File: config.mk
export PLATFORM = sky130hd
export DESIGN_NAME = gauge_reply_frame_decoder
export DESIGN_NICKNAME = d
export VERILOG_FILES = /design/src/rtl/core/gfd_pkg.sv /design/src/rtl/core/gfd_frame.sv /design/src/rtl/core/gfd_out.sv /design/src/rtl/core/gauge_reply_frame_decoder.sv
export SDC_FILE = /design/constraint.sdc
export NUM_CORES = 1
export LEC_CHECK = 0
export BUFFER_PORTS_ARGS = -buffer_cell sky130_fd_sc_hd__buf_2
export CORE_UTILIZATION = 35
export CTS_CLUSTER_DIAMETER = 200
export DETAILED_ROUTE_END_ITERATION = 10
export PLACE_DENSITY = 0.53
export SETUP_SLACK_MARGIN = 0.05
export SKIP_CTS_REPAIR_TIMING = 1
export SKIP_LAST_GASP = 1
export SYNTH_ARGS = -nofsm -noshare
export SYNTH_HDL_FRONTEND = slang
export SYNTH_SLANG_ARGS = --single-unit
File: constraint.sdc
create_clock -name clk -period 9.15 [get_ports clk]
set_input_delay 2.2875 -clock clk [delete_from_list [all_inputs] [get_ports clk]]
set_output_delay 2.2875 -clock clk [all_outputs]
set_load 0.01 [all_outputs]
File: src/rtl/core/gfd_pkg.sv
// ----------------------------------------------------------------------------
// gfd_pkg: shared types and constants for the gauge reply frame decoder
// Character codes, frame offsets, result struct and address digit helper.
// ----------------------------------------------------------------------------
package gfd_pkg;

	localparam int unsigned POS_W    = 7;
	localparam int unsigned MANT_W   = 24;
	localparam int unsigned EXP_W    = 8;
	localparam int unsigned EACC_W   = 7;
	localparam int unsigned FRAC_W   = 3;
	localparam int unsigned PADDR_W  = 2;
	localparam int unsigned PDATA_W  = 32;

	localparam int unsigned BUFFER_BYTES_DEF = 64;

	localparam logic [7:0] ADDR_RESET = 8'd253;

	// register map
	localparam logic [PADDR_W-1:0] REG_DEVICE_ADDRESS = 2'd0;

	localparam logic [7:0] CH_AT    = 8'h40;
	localparam logic [7:0] CH_F     = 8'h46;
	localparam logic [7:0] CH_DOT   = 8'h2E;
	localparam logic [7:0] CH_E     = 8'h45;
	localparam logic [7:0] CH_PLUS  = 8'h2B;
	localparam logic [7:0] CH_MINUS = 8'h2D;
	localparam logic [7:0] CH_ZERO  = 8'd48;

	localparam logic [POS_W-1:0] ADDR_LAST   = 7'd3;
	localparam logic [POS_W-1:0] VALUE_FIRST = 7'd7;
	localparam logic [POS_W-1:0] VALUE_LAST  = 7'd13;

	localparam logic [FRAC_W-1:0] FRAC_MAX = 3'd7;
	localparam logic [EACC_W-1:0] EACC_MAX = 7'd127;

	typedef enum logic [1:0] {
		PH_INT  = 2'd0,
		PH_FRAC = 2'd1,
		PH_SIGN = 2'd2,
		PH_EXP  = 2'd3
	} phase_t;

	typedef struct packed {
		logic [MANT_W-1:0]        mantissa;
		logic signed [EXP_W-1:0]  exponent;
		logic                     format_ok;
	} result_t;

	// Expected frame byte at header offset sel: '@', then the address digits.
	function automatic logic [7:0] addr_char(input logic [7:0] a, input logic [1:0] sel);
		logic [1:0]  h;
		logic [7:0]  base;
		logic [6:0]  r;
		logic [14:0] prod;
		logic [3:0]  t;
		logic [6:0]  tx10;
		logic [3:0]  u;
		logic [7:0]  c;
		if (a >= 8'd200) begin
			h    = 2'd2;
			base = 8'd200;
		end else if (a >= 8'd100) begin
			h    = 2'd1;
			base = 8'd100;
		end else begin
			h    = 2'd0;
			base = 8'd0;
		end
		r    = 7'(a - base);
		// r / 10 for r < 100 by reciprocal multiply
		prod = 15'(r) * 15'd205;
		t    = prod[14:11];
		tx10 = 7'(t) * 7'd10;
		u    = 4'(r - tx10);
		case (sel)
			2'd0:    c = CH_AT;
			2'd1:    c = CH_ZERO + 8'(h);
			2'd2:    c = CH_ZERO + 8'(t);
			default: c = CH_ZERO + 8'(u);
		endcase
		return c;
	endfunction

endpackage

File: src/rtl/core/gfd_frame.sv
// ----------------------------------------------------------------------------
// gfd_frame: frame tracking and value parse state
// Header match, value character decode, end-of-frame detect and result build.
// ----------------------------------------------------------------------------
module gfd_frame #(
	parameter int unsigned BUFFER_BYTES = gfd_pkg::BUFFER_BYTES_DEF
) (
	input  logic                clk,
	input  logic                arst_n,
	input  logic                fire,
	input  logic [7:0]          byte_s1,
	input  logic [7:0]          device_address,
	output logic                emit,
	output gfd_pkg::result_t    res
);

	logic [gfd_pkg::POS_W-1:0]  pos_q,  pos_n;
	logic [7:0]                 prev_q, prev_n;
	gfd_pkg::phase_t            phase_q, phase_n;
	logic [gfd_pkg::MANT_W-1:0] mant_q, mant_n;
	logic [gfd_pkg::FRAC_W-1:0] frac_q, frac_n;
	logic [gfd_pkg::EACC_W-1:0] exp_q,  exp_n;
	logic                       neg_q,  neg_n;
	logic                       err_q,  err_n;

	// parsed values after this byte
	gfd_pkg::phase_t            p_phase;
	logic [gfd_pkg::MANT_W-1:0] p_mant;
	logic [gfd_pkg::FRAC_W-1:0] p_frac;
	logic [gfd_pkg::EACC_W-1:0] p_exp;
	logic                       p_neg;
	logic                       p_err;

	logic                       is_dig;
	logic [3:0]                 dig;
	logic [gfd_pkg::MANT_W-1:0] mant_x10;
	logic [10:0]                exp_x10;
	logic                       in_value;
	logic                       buf_full;
	logic                       ended;
	logic [7:0]                 expect_b;
	logic signed [8:0]          e_full;
	logic                       ok;

	assign is_dig   = (byte_s1 >= gfd_pkg::CH_ZERO) && (byte_s1 <= gfd_pkg::CH_ZERO + 8'd9);
	assign dig      = is_dig ? 4'(byte_s1 - gfd_pkg::CH_ZERO) : 4'd0;
	assign mant_x10 = (mant_q << 3) + (mant_q << 1) + gfd_pkg::MANT_W'(dig);
	assign exp_x10  = (11'(exp_q) << 3) + (11'(exp_q) << 1) + 11'(dig);
	assign in_value = (pos_q >= gfd_pkg::VALUE_FIRST) && (pos_q <= gfd_pkg::VALUE_LAST);
	assign buf_full = pos_q >= gfd_pkg::POS_W'(BUFFER_BYTES);
	assign ended    = (byte_s1 == gfd_pkg::CH_F) && (prev_q == gfd_pkg::CH_F);
	assign expect_b = gfd_pkg::addr_char(device_address, pos_q[1:0]);

	// value character decode
	always_comb begin
		p_phase = phase_q;
		p_mant  = mant_q;
		p_frac  = frac_q;
		p_exp   = exp_q;
		p_neg   = neg_q;
		p_err   = err_q;
		if (in_value) begin
			unique case (phase_q)
				gfd_pkg::PH_INT: begin
					if (byte_s1 == gfd_pkg::CH_DOT) p_phase = gfd_pkg::PH_FRAC;
					else if (is_dig) p_mant = mant_x10;
					else p_err = 1'b1;
				end
				gfd_pkg::PH_FRAC: begin
					if (byte_s1 == gfd_pkg::CH_E) p_phase = gfd_pkg::PH_SIGN;
					else if (is_dig) begin
						p_mant = mant_x10;
						if (frac_q < gfd_pkg::FRAC_MAX) p_frac = frac_q + 3'd1;
					end else p_err = 1'b1;
				end
				gfd_pkg::PH_SIGN: begin
					if (byte_s1 == gfd_pkg::CH_PLUS) begin
						p_neg   = 1'b0;
						p_phase = gfd_pkg::PH_EXP;
					end else if (byte_s1 == gfd_pkg::CH_MINUS) begin
						p_neg   = 1'b1;
						p_phase = gfd_pkg::PH_EXP;
					end else p_err = 1'b1;
				end
				default: begin
					if (is_dig) begin
						p_exp = (exp_x10 > 11'(gfd_pkg::EACC_MAX)) ? gfd_pkg::EACC_MAX
							: exp_x10[gfd_pkg::EACC_W-1:0];
					end else p_err = 1'b1;
				end
			endcase
		end
	end

	// next state
	always_comb begin
		pos_n   = pos_q;
		prev_n  = prev_q;
		phase_n = phase_q;
		mant_n  = mant_q;
		frac_n  = frac_q;
		exp_n   = exp_q;
		neg_n   = neg_q;
		err_n   = err_q;
		emit    = 1'b0;
		if (buf_full || (pos_q <= gfd_pkg::ADDR_LAST && byte_s1 != expect_b)) begin
			pos_n   = '0;
			prev_n  = '0;
			phase_n = gfd_pkg::PH_INT;
			mant_n  = '0;
			frac_n  = '0;
			exp_n   = '0;
			neg_n   = 1'b0;
			err_n   = 1'b0;
		end else if (pos_q <= gfd_pkg::ADDR_LAST) begin
			pos_n  = pos_q + 7'd1;
			prev_n = byte_s1;
		end else if (ended) begin
			emit    = 1'b1;
			pos_n   = '0;
			prev_n  = '0;
			phase_n = gfd_pkg::PH_INT;
			mant_n  = '0;
			frac_n  = '0;
			exp_n   = '0;
			neg_n   = 1'b0;
			err_n   = 1'b0;
		end else begin
			pos_n   = pos_q + 7'd1;
			prev_n  = byte_s1;
			phase_n = p_phase;
			mant_n  = p_mant;
			frac_n  = p_frac;
			exp_n   = p_exp;
			neg_n   = p_neg;
			err_n   = p_err;
		end
	end

	// result fields
	always_comb begin
		e_full = p_neg ? -$signed({2'b00, p_exp}) : $signed({2'b00, p_exp});
		e_full = e_full - $signed({6'd0, p_frac});
		if (e_full < -9'sd128) e_full = -9'sd128;
		ok = !p_err && (p_phase == gfd_pkg::PH_EXP) && (pos_q >= gfd_pkg::VALUE_LAST);
		res.format_ok = ok;
		res.mantissa  = ok ? p_mant : '0;
		res.exponent  = ok ? e_full[gfd_pkg::EXP_W-1:0] : '0;
	end

	always_ff @(posedge clk or negedge arst_n) begin
		if (!arst_n) begin
			pos_q   <= '0;
			prev_q  <= '0;
			phase_q <= gfd_pkg::PH_INT;
			mant_q  <= '0;
			frac_q  <= '0;
			exp_q   <= '0;
			neg_q   <= 1'b0;
			err_q   <= 1'b0;
		end else if (fire) begin
			pos_q   <= pos_n;
			prev_q  <= prev_n;
			phase_q <= phase_n;
			mant_q  <= mant_n;
			frac_q  <= frac_n;
			exp_q   <= exp_n;
			neg_q   <= neg_n;
			err_q   <= err_n;
		end
	end

endmodule

File: src/rtl/core/gfd_out.sv
// ----------------------------------------------------------------------------
// gfd_out: result register
// Holds one result until the downstream side takes it.
// ----------------------------------------------------------------------------
module gfd_out (
	input  logic                       clk,
	input  logic                       arst_n,
	input  logic                       load,
	input  gfd_pkg::result_t           res,
	output logic                       free,
	output logic                       m_tvalid,
	input  logic                       m_tready,
	output logic [31:0]                m_tdata,
	output logic                       m_tuser
);

	logic             valid_q;
	gfd_pkg::result_t res_q;

	assign free     = !valid_q || m_tready;
	assign m_tvalid = valid_q;
	assign m_tdata  = {res_q.exponent, res_q.mantissa};
	assign m_tuser  = res_q.format_ok;

	always_ff @(posedge clk or negedge arst_n) begin
		if (!arst_n) begin
			valid_q <= 1'b0;
		end else if (free) begin
			valid_q <= load;
		end
	end

	always_ff @(posedge clk) begin
		if (free && load) begin
			res_q <= res;
		end
	end

endmodule

File: src/rtl/core/gauge_reply_frame_decoder.sv
// ----------------------------------------------------------------------------
// gauge_reply_frame_decoder: ASCII gauge reply parser
// Finds addressed reply frames in a byte stream and decodes their value field.
// ----------------------------------------------------------------------------
// One received byte per input transfer; the block takes a byte every cycle
// unless stalled. Each byte is held in the input register, where the frame
// state (offset, last byte, parse phase and accumulators) is updated by a
// single pass of logic, and a frame end loads the result register. Throughput
// is one byte per cycle; the input stalls only when a frame end meets a full
// result register that is not being drained. A frame is '@', the device
// address as three decimal digits, then free bytes; offsets 7..13 carry the
// value (digits '.' digits 'E' sign digits) and two 'F' bytes in a row end
// the frame. A header mismatch drops the byte and restarts the hunt; a frame
// longer than BUFFER_BYTES is thrown away without a result. The address
// register sits at APB offset 0 and resets to 253; write it only while no
// byte is in flight.
module gauge_reply_frame_decoder #(
	parameter int unsigned BUFFER_BYTES = gfd_pkg::BUFFER_BYTES_DEF
) (
	input  logic                          clk,
	input  logic                          arst_n,
	// input stream
	input  logic                          s_tvalid,
	output logic                          s_tready,
	input  logic [7:0]                    s_tdata,   // [7:0] rx_byte
	// result stream
	output logic                          m_tvalid,
	input  logic                          m_tready,
	output logic [31:0]                   m_tdata,   // [23:0] value_mantissa, [31:24] value_exponent
	output logic                          m_tuser,   // [0] format_ok
	// APB configuration
	input  logic                          psel,
	input  logic                          penable,
	input  logic                          pwrite,
	input  logic [gfd_pkg::PADDR_W-1:0]   paddr,
	input  logic [gfd_pkg::PDATA_W-1:0]   pwdata,
	output logic [gfd_pkg::PDATA_W-1:0]   prdata,
	output logic                          pready
);

	logic             valid_s1;
	logic [7:0]       byte_s1;
	logic [7:0]       dev_addr_q;
	logic             emit;
	logic             out_free;
	logic             fire;
	gfd_pkg::result_t res;

	// stage advances unless it would produce a result with nowhere to go
	assign fire     = valid_s1 && (!emit || out_free);
	assign s_tready = !valid_s1 || fire;

	// input register
	always_ff @(posedge clk or negedge arst_n) begin
		if (!arst_n) begin
			valid_s1 <= 1'b0;
		end else if (s_tready) begin
			valid_s1 <= s_tvalid;
		end
	end

	always_ff @(posedge clk) begin
		if (s_tready && s_tvalid) begin
			byte_s1 <= s_tdata;
		end
	end

	// APB register file: single register, zero wait states
	assign pready = 1'b1;

	always_comb begin
		unique case (paddr)
			gfd_pkg::REG_DEVICE_ADDRESS: prdata = {24'd0, dev_addr_q};
			default:                     prdata = '0;
		endcase
	end

	always_ff @(posedge clk or negedge arst_n) begin
		if (!arst_n) begin
			dev_addr_q <= gfd_pkg::ADDR_RESET;
		end else if (psel && penable && pwrite && pready
				&& paddr == gfd_pkg::REG_DEVICE_ADDRESS) begin
			dev_addr_q <= pwdata[7:0];
		end
	end

	gfd_frame #(
		.BUFFER_BYTES (BUFFER_BYTES)
	) u_frame (
		.clk            (clk),
		.arst_n         (arst_n),
		.fire           (fire),
		.byte_s1        (byte_s1),
		.device_address (dev_addr_q),
		.emit           (emit),
		.res            (res)
	);

	gfd_out u_out (
		.clk      (clk),
		.arst_n   (arst_n),
		.load     (valid_s1 && emit),
		.res      (res),
		.free     (out_free),
		.m_tvalid (m_tvalid),
		.m_tready (m_tready),
		.m_tdata  (m_tdata),
		.m_tuser  (m_tuser)
	);

endmodule

==> After elaboration in Yosys (flattened, before gate mapping) <==
Index checks and enable logic that the tools add are counted.
{ "totals": {"word_cells": 152, "register_bits": 104, "inputBits": 49, "output_inout_bits": 68} }
{ "op_classes": {"reduce_logical": 27, "n_lt_le_gt_ge": 12, "n_eq_ne": 13, "bitwise_logic": 1, "muxes": 67, "n_mul": 2, "addsub": 14} }
{ "ops": {"columns": ["op", "n"], "rows": [
  ["$mux 24", 7],
  ["$mux 7", 12],
  ["$pmux 24 s2", 1],
  ["$mux 8", 5],
  ["$add 24x24->24", 1],
  ["$add 24x4->24", 1],
  ["$eq 8x6->1 const B", 3],
  ["$eq 8x7->1 const B", 3],
  ["$mux 3", 8],
  ["$pmux 8 s3", 1],
  ["$mux 1", 20],
  ["$mux 2", 9],
  ["$mul 7x8->15 const B", 1],
  ["$add 6x4->7 const A", 2],
  ["$logic_and 1x1->1", 13],
  ["$add 10x8->11", 1],
  ["$add 11x4->11", 1],
  ["$gt 11x7->1 const B", 1],
  ["$lt 9x8->1 const B", 1],
  ["$mux 9", 1],
  ["$neg 7->9", 1],
  ["$sub 9x4->9", 1],
  ["$ge 8x6->1 const B", 1],
  ["$ge 8x7->1 const B", 1],
  ["29 further kinds", 40]
]} }

==> Longest topological paths before layout <==
Gate-level depths: netlist (run 1).
{ "logic_depth": {"depth_word": 18, "depth_mapped": 35, "ltp_nobuf": 32} }

==> By module <==
Synthesis (run 1) repeated with hierarchy kept, for this count alone.
{ "hier_totals": {"hier_cells": 918, "area_unflattened_um2": 8697.1} }
{ "modules_own_cells": {"columns": ["mod", "area_each_um2", "cells_per_inst", "n_inst"], "rows": [
  ["gfd_frame", 6766.5, 813, 1],
  ["gfd_out", 1044.8, 37, 1],
  ["gauge_reply_frame_decoder", 885.8, 68, 1]
]} }

==> Least setup slack after synthesis (run 1) <==
No wires, ideal clock.
{ "synth_path": {"path_type": "register to register", "start": "register dev_addr_q[4]", "end": "register u_frame.exp_q[3] in the netlist's numbering", "t_required_ns": 9.066, "path_stages_with_launch": 34, "path_buffers": 3, "setup_ns": 0.084, "slack_ns": 1.447, "arrival_time_ns": 7.618, "cell_sequence": "dfstp_2 > clkbuf_1 > o31a_1 > a22o_1 > ha_1 > inv_1 > fa_1 > o21a_1 > nor2_1 > xnor2_1 > ha_1 > fa_1 > fa_1 > ha_1 > ha_1 > a21o_1 > a21o_1 > or3_1 > o211ai_1 > inv_1 > ha_1 > fa_1 > nand2_1 > o21ai_0 > a2111oi_0 > o311ai_0 > a21oi_1 > nand4b_1 > nor4b_1 > or3_1 > clkbuf_1 > clkbuf_1 > nand2_1 > o21ai_0"} }
{ "synth_via": {"elab_chain_cells": 17} }
{ "synth_rtl": {"columns": ["element", "line", "source"], "rows": [
  ["start, declared", "gauge_reply_frame_decoder.sv:43", "logic [7:0] dev_addr_q;"],
  ["start signal, assigned", "gauge_reply_frame_decoder.sv:80", "dev_addr_q <= gfd_pkg::ADDR_RESET;"],
  ["start signal, assigned", "gauge_reply_frame_decoder.sv:83", "dev_addr_q <= pwdata[7:0];"],
  ["$ge 8x7->1", "gfd_pkg.sv:63", "end else if (a >= 8'd100) begin"],
  ["$mux 7", "gfd_pkg.sv:63", null],
  ["$mux 7", "gfd_pkg.sv:60", "if (a >= 8'd200) begin"],
  ["$sub 7x7->7", "gfd_pkg.sv:70", "r = 7'(a - base);"],
  ["$mul 7x8->15", "gfd_pkg.sv:72", "prod = 15'(r) * 15'd205;"],
  ["$mul 4x3->3", "gfd_pkg.sv:74", "tx10 = 7'(t) * 7'd10;"],
  ["$sub 4x4->4", "gfd_pkg.sv:75", "u = 4'(r - tx10);"],
  ["$add 6x4->7", "gfd_pkg.sv:80", "default: c = CH_ZERO + 8'(u);"],
  ["$pmux 8 s3 *", "gfd_pkg.sv:76", "case (sel)"],
  ["$ne 8x8->1 *", "gfd_frame.sv:106", "if (buf_full || (pos_q <= gfd_pkg::ADDR_LAST && byte_s1 != expect_b)) begin"],
  ["$logic_and 1x1->1 *", "gfd_frame.sv:106", null],
  ["$logic_or 1x1->1 *", "gfd_frame.sv:106", null],
  ["$mux 1", "gfd_frame.sv:106", null],
  ["$logic_not 1->1", "gauge_reply_frame_decoder.sv:50", "assign fire = valid_s1 && (!emit || out_free);"],
  ["$logic_or 1x1->1", "gauge_reply_frame_decoder.sv:50", null],
  ["$logic_and 1x1->1", "gauge_reply_frame_decoder.sv:50", null],
  ["$reduce_and 2->1 (no line)", null, null],
  ["end signal, assigned", "gfd_frame.sv:167", "exp_q <= exp_n;"],
  ["end, declared", "gfd_frame.sv:22", "logic [gfd_pkg::EACC_W-1:0] exp_q, exp_n;"]
]} }
Every way passes the cells marked *; elsewhere a longest branch is shown, timed or not.
A chain may end at the register's enable or synchronous reset.

==> Worst setup path in the final report (run 1) <==
{ "layout_path": {"start": "register dev_addr_q[3]", "end": "register u_frame.exp_q[0] in the netlist's numbering"} }
Same word-level chain as after synthesis.

==> impl_metrics.csv, run 1 <==
group,metric,value,unit
status,status,"finished, final reports clean",
power,p_per_area,290,nW/µm²
clocking,clockBufferDepth,2,
placed_design,post-dp-hpwl,15.0,mm
global_routing,grt_pass1_vias,6645,
placed_design,port_buffers,67,
detailed_routing,drt-initial-drc-count,415,
worst_setup_path,cp-endpoint,"u_frame.exp_q[0]",
worst_setup_path,cp.required,9430,ps
worst_setup_path,max_stage_delay,610,ps
worst_setup_path,crit_top_cell,"ha_1",
detailed_routing,routed_via_density,5.24,
layout,final_net_count,1114,
timing,rsz0062_at_grt,"no",
worst_setup_path,cp-start-kind,"flip-flop",
timing,slew_headroom,41.5,%
global_routing,grt_usage,17.3,%
layout,multi_input_area,5320,µm²
worst_setup_path,crit_slowest_cell,"dfstp_2",
layout,nFillCells,2452,
die,fp.dieW,158,µm
clocking,insertion_delay,360,ps
worst_setup_path,path_delay_family,"adder cells",
synth,synth-edff-count,41,
worst_setup_path,rrSetupSlack,690,ps
die,ios,117,
clocking,h-tree-depth,3,
worst_setup_path,critPathCaptureType,"flip-flop",
timing,finalMaxSlewViolations,0,
global_routing,grt_max_degree,64,
timing,fin_skew,13.5,ps
global_routing,grt_first_pass_wirelength,33.7,mm
layout,drive_above_1_share,14.3,%
global_routing,antenna_found_initial,0,
synth,synth_top_flop_cell,"dfrtp_1",
worst_setup_path,path_max_fanout,19,
power,p_leak,4.36,nW
die,core,23700,µm²
placed_design,dp_slack,598,ps
synth,synth.area.top_cells,"dfrtp_1 (16%), ha_1 (15%), edfxtp_1 (14%), fa_1 (3.5%), a21oi_1 (3.3%)",
global_routing,grt-ovfl-total,0,
die,die-area,25100,µm²
clocking,numCtsBuffers,9,
synth,syn_inst,895,
worst_setup_path,crit_start,"dev_addr_q[3]",
clocking,clkTransAtPathRegs,80,ps
synth,synth_cell_types,83,
synth,synth_top_area_share,16.4,%
worst_setup_path,r2r_cells,31,
layout,regArea,2820,µm²
worst_setup_path,arrival,8740,ps
layout,synthToLayoutAreaGrowth,9.99,%
timing,max_freq,0.118,GHz
synth,seq_area_frac_synth,32.9,%
detailed_routing,wl_per_cell,16.1,µm
timing,fin_crit_sh,92.5,%
clocking,cts_tree,"done",
power,ir_drop,0.000403,V
layout,num_antenna_cells,0,
synth,yosysTopAreaCell,"dfrtp_1",
timing,setup_viol,0,
die,die_h,158,µm
worst_setup_path,timing.rr.end,"u_frame.exp_q[0]",
worst_setup_path,reg2reg_from,"dev_addr_q[3]",
detailed_routing,drc,0,
synth,yosys-top-cells-count,"ha_1 (102), nand2_1 (72), nor2_1 (60)",
worst_setup_path,cp.depth,31,
clocking,cts_sinks,104,
detailed_routing,drt_pass1_iterations,4,
detailed_routing,via_count,6664,
synth,synth.avg_cell_area,9.56,µm²
timing,period_minus_slack,8460,ps
worst_setup_path,crit_type,"reg -> reg",
clocking,cts_root_buf,"clkbuf_16",
die,num_rows,56,
min_path,hp-class,"reg -> reg",
timing,worst_slack,690,ps
timing,finalSetupTns,0,ps
timing,tightest_slew,877,ps
synth,ys_async_sr_fraction,60.6,%
worst_setup_path,path_buf_inv,4,
synth,synth-warning-count,0,
timing,hold_violations,0,
synth,syn_area,8550,µm²
die,initial_core_util,36.1,%
synth,yosys_register_bits,104,
placed_design,finalWeightedCongestion,0.793,
detailed_routing,ant_nets,0,
job,cap_violations,0,
detailed_routing,routed_wl,20.4,mm
synth,yosysMostFrequentCell,"ha_1",
[metal layers]
metal,routed length (µm),vias to the layer above,global-route usage [%]
li1,-,3339,-
met1,9910,3203,23.1
met2,9650,107,29.0
met3,605,15,2.29
met4,266,0,4.99
met5,0,-,0
[worst min path at each step]
stage / from / to / slack, ps / depth (start not counted)
after floorplan: valid_s1 / u_frame.pos_q[6] / 450 / 1
after global routing: valid_s1 / u_frame.pos_q[6] / 480 / 1
after detailed placement: valid_s1 / u_frame.pos_q[6] / 470 / 1
after CTS: valid_s1 / u_frame.pos_q[6] / 470 / 1
after global placement: u_frame.err_q / u_frame.err_q / 470 / 2
final: valid_s1 / u_frame.pos_q[6] / 470 / 1
[where the power goes]
group / leakage (nW) / internal, W / switching, W / total [W]
clock network: 0.127 / 0.000187 / 0.000190 / 0.000377
registers: 1.25 / 0.000513 / 0.0000374 / 0.000550
logic: 2.98 / 0.000820 / 0.000984 / 0.00180
[logic make-up after synthesis]
family / count (synthesis) / share of synthesized area [%]
fa+ha+maj: 117 / 18.4
xor+xnor: 39 / 4.08
flops: 104 / 32.9
mux: 22 / 2.79
simple gates: 259 / 15.4
compound gates: 243 / 20.2
buf+inv: 109 / 6.04
other cells: 2 / 0.0878
[cell type report]
cell class	instances	area share, %
clock inverters	6	0.479
flip-flops and latches	104	29.9
inverters	52	2.08
repair buffers	76	4.28
well taps	319	4.24
multi-input cells	705	56.5
clock buffers	10	2.43
[per-stage QoR]
stage	total power [W]	cell area [µm²]	std cells	util, %	hold slack, ps
global route	0.00305	9410	1272	39.7	480
global placement	0.00235	9130	1256	38.6	471
CTS	0.00278	9410	1272	39.7	471
floorplan	0.00199	8640	918	-	447
finish	0.00273	9410	1272	39.7	466
detailed placement	0.00236	9130	1256	38.6	471
[cell usage in the layout (no fill, tap or decap), types with 10 or more instances in the layout]
master    count
o22ai_1      11
nand3_1      12
nand2_1      72
ha_1        102
o21a_1       17
xor2_1       13
xnor2_1      25
mux2_2       11
dfrtp_1      56
o21ai_0      39
fa_1         15
and2_1       19
inv_1        51
nor3_1       20
mux2i_1      10
conb_1       25
edfxtp_1     41
nor2_1       60
a22o_1       27
a21o_1       15
a21oi_1      57
buf_2        67
[state kept, by name, indices dropped and copies added, names as in the netlist, 3 cells and up]
name,cells
dev_addr_q,8
byte_s1,8
u_out.m_tdata,32
u_frame.pos_q,7
u_frame.prev_q,8
u_frame.mant_q,24
u_frame.exp_q,7
u_frame.frac_q,3
Power figures use the tool's default switching activity.
==> run 2: changes to the inputs <==
--- a/config.mk
+++ b/config.mk
@@ -9,6 +9,7 @@
 export CORE_UTILIZATION = 35
 export CTS_CLUSTER_DIAMETER = 200
 export DETAILED_ROUTE_END_ITERATION = 10
+export GPL_TIMING_DRIVEN = 0
 export PLACE_DENSITY = 0.53
 export SETUP_SLACK_MARGIN = 0.05
 export SKIP_CTS_REPAIR_TIMING = 1
==> constraint.sdc (replaced) <==
create_clock -name clk -period 9.6 [get_ports clk]
set_input_delay 2.4 -clock clk [delete_from_list [all_inputs] [get_ports clk]]
set_output_delay 2.4 -clock clk [all_outputs]
set_load 0.01 [all_outputs]
==> impl_metrics.csv, run 2 (same netlist as run 1, synthesis figures left out) <==
group,metric,value,unit
status,status,"finished, final reports clean",
layout,layout_commonest_cell,"ha_1",
worst_setup_path,max_stage_delay,530,ps
power,p_per_area,276,nW/µm²
layout,drive_above_1_share,16.0,%
power,p_leak,4.56,nW
clocking,clockBufferDepth,2,
global_routing,antenna_found_initial,0,
detailed_routing,wl_per_cell,15.9,µm
die,fp.dieW,158,µm
global_routing,grt_max_degree,64,
worst_setup_path,path_max_fanout,10,
layout,final_net_count,1163,
timing,tightest_slew,846,ps
layout,largest_reg_flops,32,
detailed_routing,ant_nets,0,
timing,fin_skew,10.6,ps
timing,slew_headroom,42.9,%
worst_setup_path,r2r_cells,32,
clocking,cts_root_buf,"clkbuf_16",
detailed_routing,drc,0,
worst_setup_path,crit_top_cell,"ha_1",
timing,setup_viol,0,
worst_setup_path,cp-start-kind,"flip-flop",
timing,rsz0062_at_grt,"no",
power,ir_drop,0.000414,V
detailed_routing,via_count,6885,
detailed_routing,routed_via_density,5.21,
timing,hold_violations,0,
die,core,23700,µm²
die,num_rows,56,
placed_design,dp_slack,353,ps
worst_setup_path,cp.required,9890,ps
placed_design,placed_area,9400,µm²
placed_design,post-dp-hpwl,15.8,mm
placed_design,finalWeightedCongestion,0.817,
layout,synthToLayoutAreaGrowth,13.8,%
timing,finalMaxSlewViolations,0,
layout,postLayoutCellArea,9730,µm²
placed_design,port_buffers,67,
min_path,hp-class,"reg -> reg",
global_routing,grt-ovfl-total,0,
global_routing,grt_first_pass_wirelength,34.0,mm
die,ios,117,
min_path,min_path_cells,2,
timing,max_freq,0.113,GHz
detailed_routing,drt_pass1_iterations,5,
timing,period_minus_slack,8870,ps
clocking,insertion_delay,360,ps
timing,fin_crit_sh,92.4,%
worst_setup_path,crit_type,"reg -> reg",
clocking,clkTransAtPathRegs,80,ps
clocking,numCtsBuffers,9,
global_routing,grt_pass1_vias,6639,
die,die_h,158,µm
detailed_routing,drt-initial-drc-count,374,
worst_setup_path,critPathCaptureType,"flip-flop",
layout,num_antenna_cells,0,
job,cap_violations,0,
detailed_routing,routed_wl,21.1,mm
layout,layout_common_cells,"ha_1 (102), nand2_1 (72), buf_2 (68), nor2_1 (60), a21oi_1 (57)",
die,die-area,25100,µm²
worst_setup_path,arrival,9160,ps
global_routing,grt_usage,17.5,%
die,initial_core_util,36.1,%
clocking,cts_sinks,104,
worst_setup_path,crit_slowest_cell,"dfstp_2",
timing,worst_slack,732,ps
clocking,cts_tree,"done",
timing,finalSetupTns,0,ps
clocking,h-tree-depth,3,
-- run 2: worst paths after layout --
| kind | end | startpoint | slack, ps |
|---|---|---|---|
| worst max register to register | u_frame.prev_q[5] | dev_addr_q[4] | 730 |
| worst max-delay path | u_frame.prev_q[5] | dev_addr_q[4] | 730 |
| max in group asynchronous | dev_addr_q[0] | arst_n | 7250 |
| worst min-delay path | u_frame.err_q | u_frame.err_q | 490 |
| worst min register to register | u_frame.err_q | u_frame.err_q | 490 |
| min in group asynchronous | u_out.m_tvalid | arst_n | 2040 |
-- run 2: per-stage QoR --
step / utilization [%] / std cells / hold WS [ps] / total power, W
after floorplan: - / 918 / 447 / 0.00190
after global placement: 39.6 / 1304 / 472 / 0.00227
after detailed placement: 39.7 / 1305 / 476 / 0.00229
after CTS: 41.1 / 1321 / 496 / 0.00272
after global routing: 41.1 / 1321 / 519 / 0.00300
final: 41.1 / 1321 / 494 / 0.00269
-- run 2: layout make-up --
type                       count  area (µm²)
buffer                        57         325
clock buffer                   9         225
clock inverter                 7        95.1
fill                        2429       13900
inverter                      52         195
multi-input combinational    705        5310
sequential                   104        2820
tap                          319         399
timing repair buffer          68         365
-- run 2: power breakdown --
group / switching [W] / internal (W)
clock network: 0.000192 / 0.000211
logic: 0.000974 / 0.000794
registers: 0.0000262 / 0.000489
-- run 2: worst max-delay path: cells and delay by family (launching register included) --
kind            cells  cell delay (ps)
fa+ha+maj           9             3180
compound gates     12             2710
buf+inv             5             1190
simple gates        5              990
flops               1              530
xor+xnor            1              220
-- run 2: per-layer routing --
layer | up-vias | track usage [%] | routed length [µm]
li1 | 3443 | - | -
met1 | 3277 | 23.5 | 10100
met2 | 147 | 29.5 | 9870
met3 | 18 | 2.12 | 817
met4 | 0 | 4.49 | 275
met5 | - | 0 | 0
